## config.mk

```make
export PLATFORM = sky130hd
export DESIGN_NAME = saw_feed_motor_controller_top
export DESIGN_NICKNAME = d
export VERILOG_FILES = /design/src/design/sfmc_pkg.sv /design/src/design/sfmc_div.sv /design/src/design/sfmc_ctrl.sv /design/src/design/sfmc_datapath.sv /design/src/design/saw_feed_motor_controller_top.sv
export SDC_FILE = /design/constraint.sdc
export NUM_CORES = 1
export LEC_CHECK = 0
export BUFFER_PORTS_ARGS = -buffer_cell sky130_fd_sc_hd__buf_4
export CAP_MARGIN = 20
export CORE_MARGIN = 2
export CORE_UTILIZATION = 64
export DETAILED_ROUTE_END_ITERATION = 10
export GPL_TIMING_DRIVEN = 0
export PLACE_DENSITY = 0.9
export SETUP_SLACK_MARGIN = 0.05
export SYNTH_ARGS = -nofsm -noshare
export SYNTH_HDL_FRONTEND = slang
export SYNTH_SLANG_ARGS = --single-unit
```

## constraint.sdc

```tcl
create_clock -name clk_i -period 7.34 [get_ports clk_i]
set_input_delay 0.367 -clock clk_i [delete_from_list [all_inputs] [get_ports clk_i]]
set_output_delay 0.367 -clock clk_i [all_outputs]
set_load 0.05 [all_outputs]
```

## src/design/sfmc_pkg.sv

```systemverilog
// Shared types, constants and codes for the saw feed motor controller.
package sfmc_pkg;

  localparam int unsigned AdcBits  = 12;
  localparam int unsigned AccelW   = 16;
  localparam int unsigned PwmW     = 8;
  localparam int unsigned CfgDataW = 16;
  localparam int unsigned CfgAddrW = 2;

  // Shared divider: quotient is known to stay below 2**QuoW.
  localparam int unsigned QuoW     = PwmW;
  localparam int unsigned DivDenW  = (AccelW > AdcBits) ? AccelW : AdcBits;
  localparam int unsigned DivNumW  = DivDenW + QuoW;
  localparam int unsigned DivCntW  = $clog2(QuoW);

  // Blink counter kept as a digit pair: ticks mod 100 and hundreds of ticks mod 10.
  localparam int unsigned SubW     = 7;
  localparam int unsigned HundW    = 4;
  localparam logic [SubW-1:0]  SubLast   = SubW'(99);
  localparam logic [SubW-1:0]  SubHalf   = SubW'(50);
  localparam logic [HundW-1:0] HundLast  = HundW'(9);
  localparam logic [HundW-1:0] HundHalf  = HundW'(5);

  localparam logic [PwmW-1:0]     FullSpeed    = PwmW'(255);
  localparam logic [AccelW-1:0]   AccelReset   = AccelW'(500);
  localparam logic [AdcBits-1:0]  FeedLowReset = AdcBits'(5);
  localparam logic [AdcBits-1:0]  FeedHiReset  = AdcBits'(4060);
  localparam logic [PwmW-1:0]     UpSpeedReset = PwmW'(255);
  localparam logic [AccelW-1:0]   ElapsedMax   = '1;

  typedef enum logic [1:0] {
    MODE_IDLE  = 2'd0,
    MODE_UP    = 2'd1,
    MODE_DOWN  = 2'd2,
    MODE_ESTOP = 2'd3
  } mode_e;

  typedef enum logic [2:0] {
    LED_OFF         = 3'd0,
    LED_ON          = 3'd1,
    LED_BLINK_SLOW  = 3'd2,
    LED_BLINK_FAST  = 3'd3,
    LED_BLINK_RAPID = 3'd4
  } led_e;

  typedef enum logic [CfgAddrW-1:0] {
    CFG_ACCEL_MS      = 2'd0,
    CFG_FEED_ADC_LOW  = 2'd1,
    CFG_FEED_ADC_HIGH = 2'd2,
    CFG_UP_SPEED      = 2'd3
  } cfg_idx_e;

  typedef enum logic [2:0] {
    ST_IDLE,
    ST_EVAL,
    ST_FEED_DIV,
    ST_TARGET,
    ST_RAMP_DIV,
    ST_RAMP_END,
    ST_OUT
  } state_e;

  typedef struct packed {
    logic               estop_held;
    logic               estop_released;
    logic               up_held;
    logic               up_short_release;
    logic               up_long_press;
    logic               down_held;
    logic               down_short_release;
    logic               down_long_press;
    logic               top_limit_hit;
    logic               bottom_limit_hit;
    logic [AdcBits-1:0] feed_adc;
  } in_t;

  typedef struct packed {
    logic [PwmW-1:0] motor_pwm;
    logic            drive_up;
    logic            drive_down;
    logic            status_led;
    logic [1:0]      mode_now;
    logic            auto_active;
  } out_t;

  typedef struct packed {
    logic latch_in;
    logic eval;
    logic feed_load;
    logic div_step;
    logic target;
    logic ramp_load;
    logic ramp_take;
    logic out_load;
  } cmd_t;

  typedef struct packed {
    logic move;
    logic feed_need;
    logic ramp_need;
  } sts_t;

endpackage

```

## src/design/sfmc_div.sv

```systemverilog
// Restoring divider, one quotient bit per step, quotient below 2**QuoW.
module sfmc_div (
  input  logic                            clk_i,
  input  logic                            load_i,
  input  logic                            step_i,
  input  logic [sfmc_pkg::DivNumW-1:0]    num_i,
  input  logic [sfmc_pkg::DivDenW-1:0]    den_i,
  output logic [sfmc_pkg::QuoW-1:0]       quo_o
);

  localparam int unsigned ShW = sfmc_pkg::DivDenW + sfmc_pkg::QuoW - 1;

  logic [sfmc_pkg::DivNumW-1:0] rem_q, rem_d;
  logic [ShW-1:0]               den_q, den_d;
  logic [sfmc_pkg::QuoW-1:0]    quo_q, quo_d;
  logic [sfmc_pkg::DivNumW-1:0] den_ext;
  logic                         ge;

  assign den_ext = sfmc_pkg::DivNumW'(den_q);
  assign ge      = (rem_q >= den_ext);

  always_comb begin
    rem_d = rem_q;
    den_d = den_q;
    quo_d = quo_q;
    if (load_i) begin
      rem_d = num_i;
      den_d = {den_i, {(sfmc_pkg::QuoW-1){1'b0}}};
      quo_d = '0;
    end else if (step_i) begin
      if (ge) begin
        rem_d = rem_q - den_ext;
      end
      den_d = den_q >> 1;
      quo_d = {quo_q[sfmc_pkg::QuoW-2:0], ge};
    end
  end

  always_ff @(posedge clk_i) begin
    rem_q <= rem_d;
    den_q <= den_d;
    quo_q <= quo_d;
  end

  assign quo_o = quo_q;

endmodule

```

## src/design/sfmc_ctrl.sv

```systemverilog
// Sequencing state machine and handshake control for one tick request.
module sfmc_ctrl (
  input  logic              clk_i,
  input  logic              rst_ni,
  input  logic              in_valid_i,
  output logic              in_ready_o,
  output logic              out_valid_o,
  input  logic              out_ready_i,
  input  sfmc_pkg::sts_t    sts_i,
  output sfmc_pkg::cmd_t    cmd_o
);

  localparam logic [sfmc_pkg::DivCntW-1:0] CntLast = sfmc_pkg::DivCntW'(sfmc_pkg::QuoW - 1);

  sfmc_pkg::state_e state_q, state_d;
  logic [sfmc_pkg::DivCntW-1:0] cnt_q, cnt_d;
  logic out_valid_q, out_valid_d;
  logic out_free;

  assign out_free = !out_valid_q || out_ready_i;

  // next state
  always_comb begin
    state_d = state_q;
    unique case (state_q)
      sfmc_pkg::ST_IDLE: begin
        if (in_valid_i) state_d = sfmc_pkg::ST_EVAL;
      end
      sfmc_pkg::ST_EVAL: begin
        if (!sts_i.move) state_d = sfmc_pkg::ST_OUT;
        else if (sts_i.feed_need) state_d = sfmc_pkg::ST_FEED_DIV;
        else state_d = sfmc_pkg::ST_TARGET;
      end
      sfmc_pkg::ST_FEED_DIV: begin
        if (cnt_q == CntLast) state_d = sfmc_pkg::ST_TARGET;
      end
      sfmc_pkg::ST_TARGET: begin
        state_d = sts_i.ramp_need ? sfmc_pkg::ST_RAMP_DIV : sfmc_pkg::ST_OUT;
      end
      sfmc_pkg::ST_RAMP_DIV: begin
        if (cnt_q == CntLast) state_d = sfmc_pkg::ST_RAMP_END;
      end
      sfmc_pkg::ST_RAMP_END: begin
        state_d = sfmc_pkg::ST_OUT;
      end
      sfmc_pkg::ST_OUT: begin
        if (out_free) state_d = sfmc_pkg::ST_IDLE;
      end
      default: state_d = sfmc_pkg::ST_IDLE;
    endcase
  end

  // outputs
  always_comb begin
    cmd_o      = '0;
    in_ready_o = 1'b0;
    unique case (state_q)
      sfmc_pkg::ST_IDLE: begin
        in_ready_o   = 1'b1;
        cmd_o.latch_in = in_valid_i;
      end
      sfmc_pkg::ST_EVAL: begin
        cmd_o.eval      = 1'b1;
        cmd_o.feed_load = sts_i.move && sts_i.feed_need;
      end
      sfmc_pkg::ST_FEED_DIV,
      sfmc_pkg::ST_RAMP_DIV: begin
        cmd_o.div_step = 1'b1;
      end
      sfmc_pkg::ST_TARGET: begin
        cmd_o.target    = 1'b1;
        cmd_o.ramp_load = sts_i.ramp_need;
      end
      sfmc_pkg::ST_RAMP_END: begin
        cmd_o.ramp_take = 1'b1;
      end
      sfmc_pkg::ST_OUT: begin
        cmd_o.out_load = out_free;
      end
      default: ;
    endcase
  end

  always_comb begin
    cnt_d = cnt_q;
    if (cmd_o.div_step) cnt_d = cnt_q + 1'b1;
    else cnt_d = '0;
  end

  always_comb begin
    out_valid_d = out_valid_q;
    if (cmd_o.out_load) out_valid_d = 1'b1;
    else if (out_ready_i) out_valid_d = 1'b0;
  end

  always_ff @(posedge clk_i or negedge rst_ni) begin
    if (!rst_ni) begin
      state_q     <= sfmc_pkg::ST_IDLE;
      cnt_q       <= '0;
      out_valid_q <= 1'b0;
    end else begin
      state_q     <= state_d;
      cnt_q       <= cnt_d;
      out_valid_q <= out_valid_d;
    end
  end

  assign out_valid_o = out_valid_q;

endmodule

```

## src/design/sfmc_datapath.sv

```systemverilog
// Controller state, configuration registers, feed scaling and PWM ramp datapath.
module sfmc_datapath (
  input  logic                              clk_i,
  input  logic                              rst_ni,
  input  sfmc_pkg::cmd_t                    cmd_i,
  output sfmc_pkg::sts_t                    sts_o,
  input  sfmc_pkg::in_t                     in_data_i,
  output sfmc_pkg::out_t                    out_data_o,
  input  logic                              cfg_we_i,
  input  logic [sfmc_pkg::CfgAddrW-1:0]     cfg_addr_i,
  input  logic [sfmc_pkg::CfgDataW-1:0]     cfg_data_i
);

  localparam int unsigned AdcBits = sfmc_pkg::AdcBits;
  localparam int unsigned PwmW    = sfmc_pkg::PwmW;
  localparam int unsigned AccelW  = sfmc_pkg::AccelW;

  // configuration
  logic [AccelW-1:0]  accel_q;
  logic [AdcBits-1:0] feed_low_q;
  logic [AdcBits-1:0] feed_high_q;
  logic [PwmW-1:0]    up_speed_q;

  // block state
  sfmc_pkg::in_t      in_q;
  sfmc_pkg::mode_e    mode_q, mode_d;
  sfmc_pkg::led_e     led_q, led_d;
  logic               auto_q, auto_d;
  logic [AccelW-1:0]  elapsed_q, elapsed_d;
  logic [sfmc_pkg::SubW-1:0]  sub_q, sub_d;
  logic [sfmc_pkg::HundW-1:0] hund_q, hund_d;
  logic [PwmW-1:0]    pwm_q, pwm_d;
  logic [1:0]         dir_q, dir_d;
  logic               led_out_q, led_level;
  logic [PwmW-1:0]    tgt_q, tgt_d;
  logic               feed_pend_q;
  sfmc_pkg::out_t     out_q;

  logic               move, feed_need, ramp_need;
  logic [PwmW-1:0]    tgt_now;
  logic [AdcBits-1:0] feed_diff, feed_span;
  logic [AdcBits+PwmW-1:0] feed_prod;
  logic [AccelW+PwmW-1:0]  ramp_prod;
  logic                    div_load;
  logic [sfmc_pkg::DivNumW-1:0] div_num;
  logic [sfmc_pkg::DivDenW-1:0] div_den;
  logic [PwmW-1:0]              quo;

  // LED level from the state before this tick
  always_comb begin
    unique case (led_q)
      sfmc_pkg::LED_ON:          led_level = 1'b1;
      sfmc_pkg::LED_BLINK_SLOW:  led_level = (hund_q >= sfmc_pkg::HundHalf);
      sfmc_pkg::LED_BLINK_FAST:  led_level = hund_q[0];
      sfmc_pkg::LED_BLINK_RAPID: led_level = (sub_q >= sfmc_pkg::SubHalf);
      default:                   led_level = 1'b0;
    endcase
  end

  always_comb begin
    sub_d  = sub_q;
    hund_d = hund_q;
    if (cmd_i.eval) begin
      if (sub_q == sfmc_pkg::SubLast) begin
        sub_d  = '0;
        hund_d = (hund_q == sfmc_pkg::HundLast) ? '0 : hund_q + 1'b1;
      end else begin
        sub_d = sub_q + 1'b1;
      end
    end
  end

  // tick evaluation: events in order, then the mode action
  always_comb begin
    mode_d    = mode_q;
    auto_d    = auto_q;
    led_d     = led_q;
    elapsed_d = elapsed_q;
    dir_d     = dir_q;
    pwm_d     = pwm_q;
    tgt_d     = tgt_q;
    move      = 1'b0;
    feed_need = 1'b0;

    if (in_q.estop_released) mode_d = sfmc_pkg::MODE_IDLE;
    if (in_q.estop_held) mode_d = sfmc_pkg::MODE_ESTOP;
    if (in_q.up_short_release &&
        (mode_d == sfmc_pkg::MODE_UP || mode_d == sfmc_pkg::MODE_DOWN)) begin
      mode_d = sfmc_pkg::MODE_IDLE;
      auto_d = 1'b0;
    end
    if (in_q.up_long_press && mode_d == sfmc_pkg::MODE_UP) begin
      auto_d = 1'b1;
      led_d  = sfmc_pkg::LED_BLINK_FAST;
    end
    if (in_q.down_short_release &&
        (mode_d == sfmc_pkg::MODE_UP || mode_d == sfmc_pkg::MODE_DOWN)) begin
      mode_d = sfmc_pkg::MODE_IDLE;
      auto_d = 1'b0;
    end
    if (in_q.down_long_press && mode_d == sfmc_pkg::MODE_DOWN) begin
      auto_d = 1'b1;
      led_d  = sfmc_pkg::LED_BLINK_FAST;
    end

    unique case (mode_d)
      sfmc_pkg::MODE_ESTOP: begin
        pwm_d = '0;
        led_d = sfmc_pkg::LED_BLINK_RAPID;
      end
      sfmc_pkg::MODE_IDLE: begin
        auto_d = 1'b0;
        pwm_d  = '0;
        led_d  = sfmc_pkg::LED_BLINK_SLOW;
        if (in_q.up_held) begin
          mode_d    = sfmc_pkg::MODE_UP;
          led_d     = sfmc_pkg::LED_ON;
          elapsed_d = '0;
        end
        if (in_q.down_held) begin
          mode_d    = sfmc_pkg::MODE_DOWN;
          led_d     = sfmc_pkg::LED_ON;
          elapsed_d = '0;
        end
      end
      sfmc_pkg::MODE_UP: begin
        if (!in_q.top_limit_hit) begin
          move  = 1'b1;
          dir_d = 2'b01;
          tgt_d = up_speed_q;
        end else begin
          mode_d = sfmc_pkg::MODE_IDLE;
          pwm_d  = '0;
        end
      end
      sfmc_pkg::MODE_DOWN: begin
        if (!in_q.bottom_limit_hit) begin
          move  = 1'b1;
          dir_d = 2'b10;
          // low checked first: covers high <= low as well
          if (in_q.feed_adc <= feed_low_q) tgt_d = '0;
          else if (in_q.feed_adc >= feed_high_q) tgt_d = sfmc_pkg::FullSpeed;
          else feed_need = 1'b1;
        end else if (!auto_d) begin
          mode_d = sfmc_pkg::MODE_IDLE;
          pwm_d  = '0;
        end else begin
          // auto reversal: pwm and direction hold for this tick
          mode_d    = sfmc_pkg::MODE_UP;
          elapsed_d = '0;
        end
      end
      default: ;
    endcase

    if (move) begin
      elapsed_d = (elapsed_q == sfmc_pkg::ElapsedMax) ? elapsed_q : elapsed_q + 1'b1;
    end
  end

  assign tgt_now   = feed_pend_q ? quo : tgt_q;
  assign ramp_need = (accel_q != '0) && (elapsed_q < accel_q);

  // x * 255 as x * 256 - x
  assign feed_diff = in_q.feed_adc - feed_low_q;
  assign feed_span = feed_high_q - feed_low_q;
  assign feed_prod = {feed_diff, {PwmW{1'b0}}} - (AdcBits + PwmW)'(feed_diff);
  assign ramp_prod = elapsed_q * tgt_now;

  assign div_load = cmd_i.feed_load || cmd_i.ramp_load;
  always_comb begin
    if (cmd_i.ramp_load) begin
      div_num = sfmc_pkg::DivNumW'(ramp_prod);
      div_den = sfmc_pkg::DivDenW'(accel_q);
    end else begin
      div_num = sfmc_pkg::DivNumW'(feed_prod);
      div_den = sfmc_pkg::DivDenW'(feed_span);
    end
  end

  sfmc_div u_div (
    .clk_i  (clk_i),
    .load_i (div_load),
    .step_i (cmd_i.div_step),
    .num_i  (div_num),
    .den_i  (div_den),
    .quo_o  (quo)
  );

  assign sts_o.move      = move;
  assign sts_o.feed_need = feed_need;
  assign sts_o.ramp_need = ramp_need;

  always_ff @(posedge clk_i or negedge rst_ni) begin
    if (!rst_ni) begin
      accel_q     <= sfmc_pkg::AccelReset;
      feed_low_q  <= sfmc_pkg::FeedLowReset;
      feed_high_q <= sfmc_pkg::FeedHiReset;
      up_speed_q  <= sfmc_pkg::UpSpeedReset;
    end else if (cfg_we_i) begin
      unique case (sfmc_pkg::cfg_idx_e'(cfg_addr_i))
        sfmc_pkg::CFG_ACCEL_MS:      accel_q     <= cfg_data_i[AccelW-1:0];
        sfmc_pkg::CFG_FEED_ADC_LOW:  feed_low_q  <= cfg_data_i[AdcBits-1:0];
        sfmc_pkg::CFG_FEED_ADC_HIGH: feed_high_q <= cfg_data_i[AdcBits-1:0];
        sfmc_pkg::CFG_UP_SPEED:      up_speed_q  <= cfg_data_i[PwmW-1:0];
        default: ;
      endcase
    end
  end

  always_ff @(posedge clk_i or negedge rst_ni) begin
    if (!rst_ni) begin
      mode_q    <= sfmc_pkg::MODE_IDLE;
      auto_q    <= 1'b0;
      led_q     <= sfmc_pkg::LED_BLINK_SLOW;
      elapsed_q <= '0;
      sub_q     <= '0;
      hund_q    <= '0;
      pwm_q     <= '0;
      dir_q     <= '0;
    end else begin
      sub_q  <= sub_d;
      hund_q <= hund_d;
      if (cmd_i.eval) begin
        mode_q    <= mode_d;
        auto_q    <= auto_d;
        led_q     <= led_d;
        elapsed_q <= elapsed_d;
        dir_q     <= dir_d;
        pwm_q     <= pwm_d;
      end else if (cmd_i.target && !ramp_need) begin
        pwm_q <= tgt_now;
      end else if (cmd_i.ramp_take) begin
        pwm_q <= quo;
      end
    end
  end

  always_ff @(posedge clk_i) begin
    if (cmd_i.latch_in) in_q <= in_data_i;
    if (cmd_i.eval) begin
      tgt_q       <= tgt_d;
      feed_pend_q <= feed_need;
      led_out_q   <= led_level;
    end
    if (cmd_i.out_load) begin
      out_q.motor_pwm   <= pwm_q;
      out_q.drive_up    <= dir_q[0];
      out_q.drive_down  <= dir_q[1];
      out_q.status_led  <= led_out_q;
      out_q.mode_now    <= 2'(mode_q);
      out_q.auto_active <= auto_q;
    end
  end

  assign out_data_o = out_q;

endmodule

```

## src/design/saw_feed_motor_controller_top.sv

```systemverilog
// Top level of the saw feed motor controller.
//
//  channel  | direction | handshake               | payload
//  ---------+-----------+-------------------------+-----------------------
//  in       | request   | in_valid_i / in_ready_o | in_data_i  (in_t)
//  out      | result    | out_valid_o/out_ready_i | out_data_o (out_t)
//  cfg      | write     | cfg_we_i                | cfg_addr_i, cfg_data_i
//
// One tick request at a time. A tick with no move goes to the output load; a
// move sets its target with no, one (feed scaling or ramp) or two passes of the
// shared 8-step divider, which gives one quotient bit per cycle.
// Reset restores the configuration defaults and the idle state; no clearing pass.
// A result waits in the output register; the next request is taken meanwhile,
// and only its final output load waits for the register to free up.
module saw_feed_motor_controller_top (
  input  logic                          clk_i,
  input  logic                          rst_ni,
  input  logic                          in_valid_i,
  output logic                          in_ready_o,
  input  sfmc_pkg::in_t                 in_data_i,
  output logic                          out_valid_o,
  input  logic                          out_ready_i,
  output sfmc_pkg::out_t                out_data_o,
  input  logic                          cfg_we_i,
  input  logic [sfmc_pkg::CfgAddrW-1:0] cfg_addr_i,
  input  logic [sfmc_pkg::CfgDataW-1:0] cfg_data_i
);

  sfmc_pkg::cmd_t cmd;
  sfmc_pkg::sts_t sts;

  sfmc_ctrl u_ctrl (
    .clk_i       (clk_i),
    .rst_ni      (rst_ni),
    .in_valid_i  (in_valid_i),
    .in_ready_o  (in_ready_o),
    .out_valid_o (out_valid_o),
    .out_ready_i (out_ready_i),
    .sts_i       (sts),
    .cmd_o       (cmd)
  );

  sfmc_datapath u_datapath (
    .clk_i      (clk_i),
    .rst_ni     (rst_ni),
    .cmd_i      (cmd),
    .sts_o      (sts),
    .in_data_i  (in_data_i),
    .out_data_o (out_data_o),
    .cfg_we_i   (cfg_we_i),
    .cfg_addr_i (cfg_addr_i),
    .cfg_data_i (cfg_data_i)
  );

endmodule
```

==> Word-level counts from Yosys, hierarchy flattened <==
Cells that the tools add are included.
{ "op_classes": {"muxes": 78, "n_eq_ne": 38, "shift": 0, "n_reduce_logical": 38, "div": 0, "n_bitwise": 0, "magnitude_cmp": 6, "mul": 1, "addsub": 8} }
{ "ops": {"columns": ["operator", "n"], "rows": [
  ["$mux 16", 7],
  ["$mux 24", 4],
  ["$mux 8", 11],
  ["$mux 23", 2],
  ["$pmux 16 s2", 1],
  ["$mux 2", 15],
  ["$ge 24x23->1", 1],
  ["$mul 16x8->24", 1],
  ["$mux 3", 8],
  ["$pmux 8 s3", 1],
  ["$sub 12x12->12", 2],
  ["$sub 24x23->24", 1],
  ["$pmux 3 s7", 1],
  ["$mux 1", 20],
  ["$sub 20x12->20", 1],
  ["$add 16x1->16 const B", 1],
  ["$eq 16x16->1 const B", 1],
  ["$lt 16x16->1", 1],
  ["$pmux 8 s2", 1],
  ["$reduce_bool 16->1", 1],
  ["$eq 3x3->1 const B", 5],
  ["$reduce_and 2->1", 7],
  ["$eq 2x2->1 const B", 6],
  ["$eq 3x2->1 const B", 4],
  ["36 further kinds", 66]
]} }
{ "word_totals": {"ram_bits": 0, "input_bits": 45, "memories": 0, "latchBits": 0, "romBits": 0, "regBits": 199} }

==> Longest topological paths before layout <==
Gate-level depths: netlist of the first run.
{ "logic_depth": {"ltp_word": 17, "mapped_depth": 21} }

==> Hierarchy <==
Synthesis of the first run repeated with hierarchy kept, for this count alone.
{ "unflattened": {"hier_cells": 1759, "hier_area_um2": 16657.2} }
{ "modules_own_cells": {"columns": ["mod", "n_inst", "area_per_inst_um2", "cells_each"], "rows": [
  ["sfmc_datapath", 1, 12583.3, 1332],
  ["sfmc_div", 1, 3648.5, 385],
  ["sfmc_ctrl", 1, 425.4, 42]
]} }

==> Worst setup path after synthesis of the first run <==
No wires, ideal clock.
{ "synth_path": {"path_type": "flip-flop to flip-flop", "start": "register u_datapath.feed_pend_q", "end": "register u_datapath.u_div.rem_q[18] (netlist name) (data pin)", "period_less_slack_ns": 5.720, "setup_time_ns": 0.259, "path_slack_ns": 1.620, "path_stages_with_launch": 19, "arrival_time_ns": 5.461, "path_cell_list": "edfxtp_1 clkbuf_1 mux2_2 clkbuf_1 and2_1 fa_1 fa_1 fa_1 inv_1 fa_1 inv_1 ha_1 a2111oi_0 nand2_1 a221oi_2 o21bai_1 o21ai_0 xnor2_1 a211o_1"} }
{ "synth_via": {"elab_chain_cells": 4} }
{ "synth_lines": {"columns": ["item", "line", "rtl"], "rows": [
  ["start: declaration", "sfmc_datapath.sv:36", "logic feed_pend_q;"],
  ["start signal: assignment", "sfmc_datapath.sv:243", "feed_pend_q <= feed_need;"],
  ["$mux 8", "sfmc_datapath.sv:161", "assign tgt_now = feed_pend_q ? quo : tgt_q;"],
  ["$mul 16x8->24", "sfmc_datapath.sv:168", "assign ramp_prod = elapsed_q * tgt_now;"],
  ["$mux 24", "sfmc_datapath.sv:172", "if (cmd_i.ramp_load) begin"],
  ["$mux 24", "sfmc_div.sv:26", "if (load_i) begin"],
  ["via u_datapath.u_div.rem_d (one bit)", "sfmc_div.sv:13", "logic [sfmc_pkg::DivNumW-1:0] rem_q, rem_d;"],
  ["end signal: assignment", "sfmc_div.sv:40", "rem_q <= rem_d;"],
  ["end: declaration", "sfmc_div.sv:13", null]
]} }
The timed path passes the listed nets, and every way through them passes these cells.
A chain may end at the register's enable or synchronous reset.

==> Worst setup path after layout of the first run <==
Ends and elaborated chain as after synthesis.

==> key figures, run 1 <==
Run status
  • Status: completed

Worst setup path
  • Crit Path Class: reg -> reg
  • WP data required: 7.55 ns
  • CP startpoint kind: register
  • Worst Path Max Fanout: 10
  • Critical Path AT: 7.05 ns
  • Crit end category: register

STA
  • Worst Clk Skew: 0.0161 ns
  • Hold Slack: 0.0801 ns
  • Final worst path period share: 0.933
  • Measured slew at the worst slew-check pin: 1.11 ns
  • Final hold violation count: 0
  • RSZ-0062 raised after global routing: no
  • Total negative slack: 0 ns
  • Fmax: 146 MHz
  • Final min period: 6.85 ns
  • Max_slew headroom: 0.263
  • Max Slew Vio Count: 0
  • Final setup violating endpoints: 0

Floorplanning
  • Num rows: 58
  • Die area: 26400 um2
  • Starting density of the core: 0.646
  • Core region area: 24900 um2
  • Die H: 163 um
  • Top Ports: 61
  • DIE WIDTH: 163 um

Logic synthesis
  • Syn avg cell area: 9.63 um2
  • Async SR Flop Fraction: 0.492
  • Primary FF master, synth: edfxtp_1
  • Syn_nets: 1935
  • Post-synthesis register bit count: 199
  • YS warnings: 0
  • Syn Inst Count: 1669
  • EDFF count, synth: 86
  • Count of different cell masters after synthesis: 95
  • Synthesized area: 16100 um2
  • Sequential area share after synthesis: 0.334

Global route
  • Initial antenna violation count: 2
  • Tot GR Track Use: 0.326
  • Pin count of the biggest net entering global routing: 73
  • Vias in the first global route: 13.0k
  • Global route total overflow: 0
  • First-pass GRT wire length: 67.0 mm

Clock tree
  • Clock transition at path regs: 0.08 ns
  • Num CTS Buffers: 17
  • Clock sinks: 199
  • CTS max path bufs: 2
  • # H-tree levels: 4
  • Post-cts resize count: 0
  • CTS tree: done
  • Post-CTS setup buffer count: 0
  • Worst-Skew Late Latency: 0.46 ns
  • Clock root buffer: clkbuf_16

Detailed routing
  • Via density: 6.32
  • Post-Route WL: 42.6 mm
  • Routed via count: 13.3k
  • 1st-iter DRT viols: 1489
  • # DRC: 0
  • Post-DRT Antenna Nets: 0
  • Initial DRT Pass Iterations: 5
  • WL/cell: 20.3 um

Placement
  • DP HPWL: 32.7 mm
  • GP Congestion: 0.994
  • IO buf count: 60

Job
  • MaxCap Viol Count: 0

Cells and area
  • Fillcell total: 1723
  • Area grow syn2layout: 9.52%
  • Nets: 2018
  • Share of layout cells above drive strength 1: 0.114

Pwr
  • Cell Pwr Density: 361 nW/um2
  • Peak supply drop: 0.208 mV
  • Leak pwr: 8.04 nW

Worst hold path
  • Worst hold path class: in -> reg
[cells by family after synthesis]
kind of cell               count (synthesis)  synth area share
AOI/OAI and AO/OA                        373             0.161
xor gates and xnor gates                  81            0.0451
DFF                                      199             0.334
buffers and inverters                    266            0.0627
muxes                                     44            0.0305
and+or+nand+nor                          485             0.155
adders and majority gates                221             0.213
[cell type report]
class                           count  area (um2)  share of cell area
Sequential cell                   199        5370               0.305
Multi-Input combinational cell   1204        9700               0.551
Clock inverter                     14         174             0.00987
Antenna cell                        2        5.00            0.000284
Inverter                          205         769              0.0437
Tap cell                          330         413              0.0234
Buffer                             61         239              0.0136
Clock buffer                       18         429              0.0244
Timing Repair Buffer               64         510              0.0290
[path summary, 6_finish.rpt]
kind	from	end	slack (ns)	depth (start not counted)
max	u_datapath.feed_pend_q	u_datapath.u_div.rem_q[18]	0.49	20
max reg2reg	u_datapath.feed_pend_q	u_datapath.u_div.rem_q[18]	0.49	20
max in group asynchronous	rst_ni	u_datapath.accel_q[6]	6.26	3
min	in_data_i[10]	u_datapath.in_q[10]	0.08	1
min in group asynchronous	rst_ni	u_datapath.hund_q[3]	0.35	2
min reg2reg	u_datapath.led_out_q	u_datapath.out_data_o[3]	0.43	0
[layout by cell type, fill, tap and decap left out, types with 14 or more instances in the layout]
cell type / synthesis / routed
xnor2_1: 33 / 33
o21ai_0: 92 / 92
a21oi_1: 81 / 81
dfrtp_1: 72 / 72
dfstp_2: 26 / 26
dfxtp_1: 15 / 15
xor2_1: 46 / 46
nor2b_1: 54 / 54
a21o_1: 22 / 22
ha_1: 134 / 134
edfxtp_1: 86 / 86
nand2b_1: 30 / 30
o211ai_1: 18 / 18
a22oi_1: 20 / 20
buf_4: 1 / 62
nand2_1: 139 / 139
clkbuf_1: 51 / 52
and3_1: 14 / 14
clkbuf_16: 0 / 17
and2_1: 70 / 70
inv_1: 205 / 205
nor2_1: 75 / 75
mux2_2: 40 / 40
nor3_1: 34 / 34
nand3_1: 18 / 18
fa_1: 87 / 87
[Yosys cell counts, types with 18 or more instances]
cell,n,area [um2]
o21ai_0,92,460
xor2_1,46,403
nor2_1,75,282
xnor2_1,33,289
edfxtp_1,86,2580
nor2b_1,54,338
clkbuf_1,51,191
ha_1,134,1680
dfrtp_1,72,1800
nor3_1,34,170
a21o_1,22,165
inv_1,205,769
mux2_2,40,450
and2_1,70,438
nand3_1,18,90.1
nand2_1,139,522
a21oi_1,81,405
dfstp_2,26,683
a22oi_1,20,150
fa_1,87,1740
o211ai_1,18,135
nand2b_1,30,188
[report_power, final]
part	switching, mW	total, mW	internal (mW)	leakage [nW]
logic	2.17	3.46	1.29	5.60
registers	0.220	1.91	1.69	2.14
clock network	0.488	0.982	0.494	0.297
[critical path, cell delays in order (launching register included)]
cell and delay, ns:
edfxtp_1 0.34, clkbuf_1 0.37, mux2i_1 0.84, clkbuf_1 0.46, nand2b_1 0.21, fa_1 0.45, fa_1 0.49, inv_1 0.05
fa_1 0.54, inv_1 0.06, fa_1 0.53, inv_1 0.05, ha_1 0.34, o211ai_1 0.20, nand2_1 0.10, and3_1 0.20
a221oi_2 0.44, o21bai_1 0.23, o21ai_0 0.25, xnor2_1 0.12, a211o_1 0.30
[metrics by stage]
step	setup slack, ns	cells	cell area (um2)	util	power [mW]
after floorplan	1.62	1669	16100	-	4.31
after global placement	0.756	2059	16900	0.681	5.05
after detailed placement	0.661	2060	17000	0.682	5.22
after CTS	0.620	2093	17600	0.706	6.22
after global routing	0.222	2095	17600	0.707	6.68
final	0.492	2097	17600	0.708	6.35
[layer usage]
metal	up-vias	global-route usage	part of all wire
met5	-	0	0
met4	0	0.142	0.040
met3	127	0.0489	0.087
met2	693	0.540	0.48
met1	6485	0.430	0.40
li1	5957	-	-
[registers in the layout (all words and copies together) (netlist names), 12 cells and up]
register                count
u_datapath.accel_q         16
u_datapath.elapsed_q       16
u_datapath.feed_high_q     12
u_datapath.feed_low_q      12
u_datapath.in_q            22
u_datapath.out_data_o      14
u_datapath.u_div.den_q     23
u_datapath.u_div.rem_q     24
[repair_timing]
item / in CTS / in global routing
hold buffers: 1 / 0
setup endpoints to repair: 0 / 0
hold endpoints to repair: 25 / 0
(Power assumes the default switching activity.)
==> run 2, diff against run 1 <==
--- a/config.mk
+++ b/config.mk
@@ -12,6 +12,7 @@
 export DETAILED_ROUTE_END_ITERATION = 10
 export GPL_TIMING_DRIVEN = 0
 export PLACE_DENSITY = 0.9
+export RECOVER_POWER = 50
 export SETUP_SLACK_MARGIN = 0.05
 export SYNTH_ARGS = -nofsm -noshare
 export SYNTH_HDL_FRONTEND = slang
==> key figures, run 2 (synthesis results as in run 1) <==
Global route
  • Global route total overflow: 0 (unchanged)
  • Initial antenna violation count: 2 (unchanged)
  • Vias in the first global route: 13.0k (unchanged)
  • Pin count of the biggest net entering global routing: 73 (unchanged)
  • First-pass GRT wire length: 67.0 mm (unchanged)
  • Tot GR Track Use: 0.326 (unchanged)

Pwr
  • Peak supply drop: 0.196 mV (-6.0%)
  • Leak pwr: 7.95 nW (-1.1%)
  • Cell Pwr Density: 361 nW/um2 (+0.18%)
  • Total chip power: 6.33 mW (-0.34%)

STA
  • Final setup violating endpoints: 0 (unchanged)
  • Total negative slack: 0 ns (unchanged)
  • Fmax: 146 MHz (+0.17%)
  • Measured slew at the worst slew-check pin: 3.95 ns (+2.85 ns)
  • Worst Clk Skew: 0.0151 ns (-0.00102 ns)
  • Max_slew headroom: -1.64 (-1.90)
  • Final min period: 6.84 ns (-0.0115 ns)
  • RSZ-0062 raised after global routing: no
  • Final worst path period share: 0.931 (-0.00157)
  • Final hold violation count: 0 (unchanged)
  • Max Slew Vio Count: 73 (+73)

Placement
  • DP HPWL: 32.7 mm (unchanged)
  • GP Congestion: 0.994 (unchanged)
  • IO buf count: 60 (unchanged)
  • Placed cell count: 2060 (unchanged)

Worst setup path
  • R2R setup slack: 0.50 ns (about the same)
  • WP data required: 7.55 ns (about the same)
  • Critical Path AT: 7.04 ns (about the same)
  • Worst Path Max Fanout: 10 (unchanged)
  • Crit Path Class: reg -> reg
  • R2R Path End: u_datapath.u_div.rem_q[18]
  • Worst r2r path cells: 20 (unchanged)
  • CP startpoint kind: register
  • Reg-to-reg startpoint: u_datapath.feed_pend_q
  • Crit end category: register

Cells and area
  • Biggest regs: u_datapath.u_div.rem_q: 24 flops, u_datapath.u_div.den_q: 23 flops, u_datapath.in_q: 22 flops
  • FF+latch area: 5370 um2 (unchanged)
  • Area of the multi-input gates: 9700 um2 (unchanged)
  • Most frequent cells in the layout: inv_1, nand2_1, ha_1
  • Nets: 2018 (unchanged)
  • Max reg flops: 24 (unchanged)
  • Fillcell total: 1737 (+0.81%)
  • Area grow syn2layout: 8.95%
  • Most common cell after layout, fill and taps aside: inv_1
  • Biggest register: u_datapath.u_div.rem_q
  • Post-Layout Cell Count: 2097 (unchanged)
  • Share of layout cells above drive strength 1: 0.103 (-0.0119)

Detailed routing
  • 1st-iter DRT viols: 1527 (+2.6%)
  • Initial DRT Pass Iterations: 5 (unchanged)
  • Post-DRT Antenna Nets: 0 (unchanged)
  • Post-Route WL: 42.5 mm (-0.15%)
  • # DRC: 0 (unchanged)
  • WL/cell: 20.3 um (-0.15%)
  • Via density: 6.36 (+0.63%)
  • Routed via count: 13.3k (+0.63%)

Job
  • MaxCap Viol Count: 1 (+1)

Worst hold path
  • Worst Hold Launch: in_data_i[10]
  • Number of stages on the worst hold path: 1 (unchanged)
  • Worst hold path class: in -> reg
  • Worst Hold End: u_datapath.in_q[10]

Floorplanning
  • Die area: 26400 um2 (unchanged)
  • DIE WIDTH: 163 um (unchanged)
  • Top Ports: 61 (unchanged)
  • Core region area: 24900 um2 (unchanged)
  • Die H: 163 um (unchanged)
  • Num rows: 58 (unchanged)
  • Starting density of the core: 0.646 (unchanged)

Clock tree
  • Clock root buffer: clkbuf_16
  • CTS max path bufs: 2 (unchanged)
  • Num CTS Buffers: 17 (unchanged)
  • Worst-Skew Late Latency: 0.46 ns (about the same)
  • Clock sinks: 199 (unchanged)
  • Post-cts resize count: 0 (unchanged)
  • # H-tree levels: 4 (unchanged)
  • CTS tree: done
  • Clock transition at path regs: 0.08 ns (about the same)

Run status
  • Status: complete, but fails checks
  • Failing checks: max-capacitance violations, max-slew violations
run 2: changes by cell type in the layout (fill, tap and decap cells not counted), sizes merged:
cell    before  now
buf         73   29
clkbuf      69  113
run 2: final cells by class:
cell class,count,share of cell area
Tap cell,330,0.0236
Clock inverter,14,0.00993
Timing Repair Buffer,64,0.0239
Sequential cell,199,0.306
Buffer,61,0.0136
Multi-Input combinational cell,1204,0.554
Clock buffer,18,0.0245
Antenna cell,2,0.000286
Inverter,205,0.0439
run 2: report_power, final:
part	switching [mW]	internal [mW]	leakage (nW)	total [mW]
clock	0.487	0.494	0.297	0.981
combinational	2.17	1.27	5.51	3.44
sequential	0.220	1.69	2.14	1.91
total	2.87	3.46	7.95	6.33
run 2: per-layer routing:
layer / vias to the layer above / track usage / share of wire
met1: 6594 / 0.430 / 0.39
li1: 5951 / - / -
met4: 0 / 0.142 / 0.039
met2: 666 / 0.540 / 0.48
met5: - / 0 / 0
met3: 134 / 0.0489 / 0.088
run 2: how the worst max path moves through the flow:
stage                                 from                          to  slack [ns]  depth (start not counted)
CTS                 u_datapath.feed_pend_q  u_datapath.u_div.rem_q[18]        0.62                         18
detailed placement  u_datapath.feed_pend_q  u_datapath.u_div.rem_q[18]        0.66                         20
global route        u_datapath.feed_pend_q  u_datapath.u_div.rem_q[18]        0.22                         18
floorplan           u_datapath.feed_pend_q  u_datapath.u_div.rem_q[18]        1.62                         18
finish              u_datapath.feed_pend_q  u_datapath.u_div.rem_q[18]        0.50                         20
global placement    u_datapath.feed_pend_q  u_datapath.u_div.rem_q[18]        0.76                         20
run 2: what timing repair did:
item                                    CTS  global route
buffers inserted                          0             0
endpoints found under the setup margin    0             0
hold endpoints to repair                 25             0
hold buffers                              1             0
run 2: metrics by stage:
step	util	worst slack, ns	hold WS, ns	cell area [um2]
2_1_floorplan	-	1.62	0.0714	16100
3_3_place_gp	0.681	0.756	0.403	16900
3_5_place_dp	0.682	0.661	0.306	17000
4_1_cts	0.706	0.620	0.0815	17600
5_1_grt	0.704	0.222	0.102	17500
6_report	0.704	0.504	0.104	17500
run 2: critical path, stage by stage (launching register included):
cell	delay [ns]
edfxtp_1	0.34
clkbuf_1	0.36
mux2i_1	0.83
clkbuf_1	0.47
nand2b_1	0.21
fa_1	0.45
fa_1	0.49
inv_1	0.05
fa_1	0.54
inv_1	0.06
fa_1	0.53
inv_1	0.05
ha_1	0.34
o211ai_1	0.21
nand2_1	0.10
and3_1	0.20
a221oi_2	0.43
o21bai_1	0.23
o21ai_0	0.25
xnor2_1	0.13
a211o_1	0.31
==> run 3, diff against run 2 <==
--- a/config.mk
+++ b/config.mk
@@ -7,6 +7,7 @@
 export LEC_CHECK = 0
 export BUFFER_PORTS_ARGS = -buffer_cell sky130_fd_sc_hd__buf_4
 export CAP_MARGIN = 20
+export CORE_ASPECT_RATIO = 0.7
 export CORE_MARGIN = 2
 export CORE_UTILIZATION = 64
 export DETAILED_ROUTE_END_ITERATION = 10
==> key figures, run 3 (synthesis results as in run 1) <==
Detailed routing
  • WL met1: 18.9 mm (+14%)
  • Via density: 6.35 (-0.27%)
  • Total length of routed met2 wires: 19.3 mm (-5.7%)
  • Top Metal Used: met4
  • Post-Route WL: 44.4 mm (+4.5%)
  • Routed via count: 13.3k (-0.55%)
  • WL/cell: 21.2 um (+4.8%)
  • # DRC: 0 (unchanged)
  • Met3 WL post-DR: 5.34 mm (+43%)
  • Post-DRT Antenna Nets: 0 (unchanged)
  • Initial DRT Pass Iterations: 6 (+1)
  • 1st-iter DRT viols: 1509 (-1.2%)

Placement
  • DP HPWL: 34.2 mm (+4.7%)
  • Dpl cell area: 17000 um2 (about the same)
  • GP Congestion: 0.957 (-3.7%)
  • IO buf count: 60 (unchanged)
  • Placed cell count: 2056 (-0.19%)

Worst hold path
  • Worst Hold Launch: in_data_i[21]
  • Worst hold path class: in -> reg

Clock tree
  • Clock transition at path regs: 0.08 ns (about the same)
  • Clock sinks: 199 (unchanged)
  • CTS max path bufs: 2 (unchanged)
  • Worst-Skew Late Latency: 0.46 ns (about the same)
  • Num CTS Buffers: 17 (unchanged)
  • CTS tree: done
  • # H-tree levels: 4 (unchanged)
  • Clock root buffer: clkbuf_16

Worst setup path
  • CP endpoint: u_datapath.u_div.rem_q[18]
  • WP data required: 7.55 ns (about the same)
  • Worst Path Max Fanout: 10 (unchanged)
  • Crit Path Class: reg -> reg
  • Crit end category: register
  • Crit path from: u_datapath.feed_pend_q
  • CP startpoint kind: register
  • R2R Path End: u_datapath.u_div.rem_q[18]
  • Critical Path AT: 7.06 ns (+0.02 ns)
  • R2R setup slack: 0.49 ns (about the same)
  • Reg-to-reg startpoint: u_datapath.feed_pend_q
  • Worst r2r path cells: 18 (-10%)

Floorplanning
  • Starting density of the core: 0.651 (+0.00544)
  • Die area: 26400 um2 (about the same)
  • Num rows: 48 (-17%)
  • Top Ports: 61 (unchanged)
  • Core region area: 24700 um2 (-0.83%)
  • DIE WIDTH: 193 um (+19%)
  • Die H: 137 um (-16%)

STA
  • RSZ-0062 raised after global routing: no
  • Measured slew at the worst slew-check pin: 3.65 ns (-0.303 ns)
  • Final min period: 6.85 ns (+0.00936 ns)
  • Final setup violating endpoints: 0 (unchanged)
  • Final worst path period share: 0.933 (+0.00127)
  • Final hold violation count: 0 (unchanged)
  • Hold Slack: 0.102 ns (-0.00114 ns)
  • Total negative slack: 0 ns (unchanged)
  • Max_slew headroom: -1.43 (+0.202)
  • Fmax: 146 MHz (-0.14%)
  • Max Slew Vio Count: 101 (+38%)
  • Worst Clk Skew: 0.00973 ns (-0.00534 ns)

Cells and area
  • Max reg flops: 24 (unchanged)
  • Nets: 2019 (+0.050%)
  • Antenna diodes: 0 (-2)
  • Post-Layout Cell Count: 2091 (-0.29%)
  • Area grow syn2layout: 9.17%
  • Biggest regs: u_datapath.u_div.rem_q: 24 flops, u_datapath.u_div.den_q: 23 flops, u_datapath.in_q: 22 flops
  • Share of layout cells above drive strength 1: 0.104 (+0.00164)
  • Fillcell total: 1767 (+1.7%)
  • Most common cell after layout, fill and taps aside: inv_1
  • Most frequent cells in the layout: inv_1, nand2_1, ha_1
  • Biggest register: u_datapath.u_div.rem_q
  • Fin area: 17600 um2 (+0.21%)

Run status
  • Failing checks: max-capacitance violations, max-slew violations
  • Status: complete, but fails checks

Global route
  • Tot GR Track Use: 0.339 (+0.0126)
  • Initial antenna violation count: 2 (unchanged)
  • Pin count of the biggest net entering global routing: 68 (-6.8%)
  • First-pass GRT wire length: 69.1 mm (+3.1%)
  • Global route total overflow: 0 (unchanged)
  • Vias in the first global route: 12.7k (-2.1%)

Pwr
  • Peak supply drop: 0.268 mV (+37%)
  • Total chip power: 6.44 mW (+1.7%)
  • Cell Pwr Density: 367 nW/um2 (+1.5%)
  • Leak pwr: 7.98 nW (+0.28%)

Job
  • MaxCap Viol Count: 2 (+1)
## run 3: power by group
group,internal (mW),total [mW],switching (mW)
combinational,1.29,3.53,2.24
sequential,1.69,1.92,0.227
clock,0.530,0.995,0.465
total,3.51,6.44,2.94
## run 3: worst max-delay path, stage by stage, from the launching register on
cell       delay (ns)
edfxtp_1         0.32
clkbuf_1         0.40
mux2i_2          0.63
clkbuf_1         0.47
nor2b_1          0.13
fa_1             0.52
fa_1             0.45
fa_1             0.55
inv_1            0.05
fa_1             0.54
inv_1            0.05
ha_1             0.38
a2111oi_0        0.50
nand2_1          0.17
a221oi_2         0.49
o21bai_1         0.26
o21ai_0          0.26
xnor2_1          0.12
a211o_1          0.29
## run 3: through the flow
stage | utilization | setup WS, ns
detailed placement | 0.688 | 0.424
finish | 0.711 | 0.495
CTS | 0.713 | 0.395
global placement | 0.686 | 0.634
floorplan | - | 1.62
global route | 0.711 | 0.140
## run 3: worst min path at each step
stage / to / cells after the start / slack [ns]
after floorplan: u_ctrl.cnt_q[0] / 0 / 0.07
after global placement: u_datapath.out_data_o[3] / 0 / 0.40
after detailed placement: u_datapath.sub_q[5] / 1 / 0.33
after CTS: u_datapath.in_q[16] / 1 / 0.08
after global routing: u_datapath.in_q[21] / 1 / 0.09
final: u_datapath.in_q[21] / 1 / 0.10
## run 3: routing by layer
layer,global-route usage,vias to the layer above
met5,0,-
met4,0.0933,0
met3,0.106,71
met2,0.505,717
met1,0.480,6532
li1,-,5951
## run 3: layout make-up
type	count	area (um2)	area share
Multi-Input combinational cell	1204	9710	0.553
Sequential cell	199	5370	0.306
Inverter	205	769	0.0438
Clock buffer	20	489	0.0279
Timing Repair Buffer	65	447	0.0254
Tap cell	325	407	0.0232
Buffer	61	239	0.0136
Clock inverter	12	125	0.00713
## run 3: what timing repair did
action / CTS / global route
hold endpoints to repair: 30 / 0
hold buffers: 1 / 0
resized for setup: 0 / 2
setup endpoints to repair: 0 / 2
buffers inserted: 0 / 0
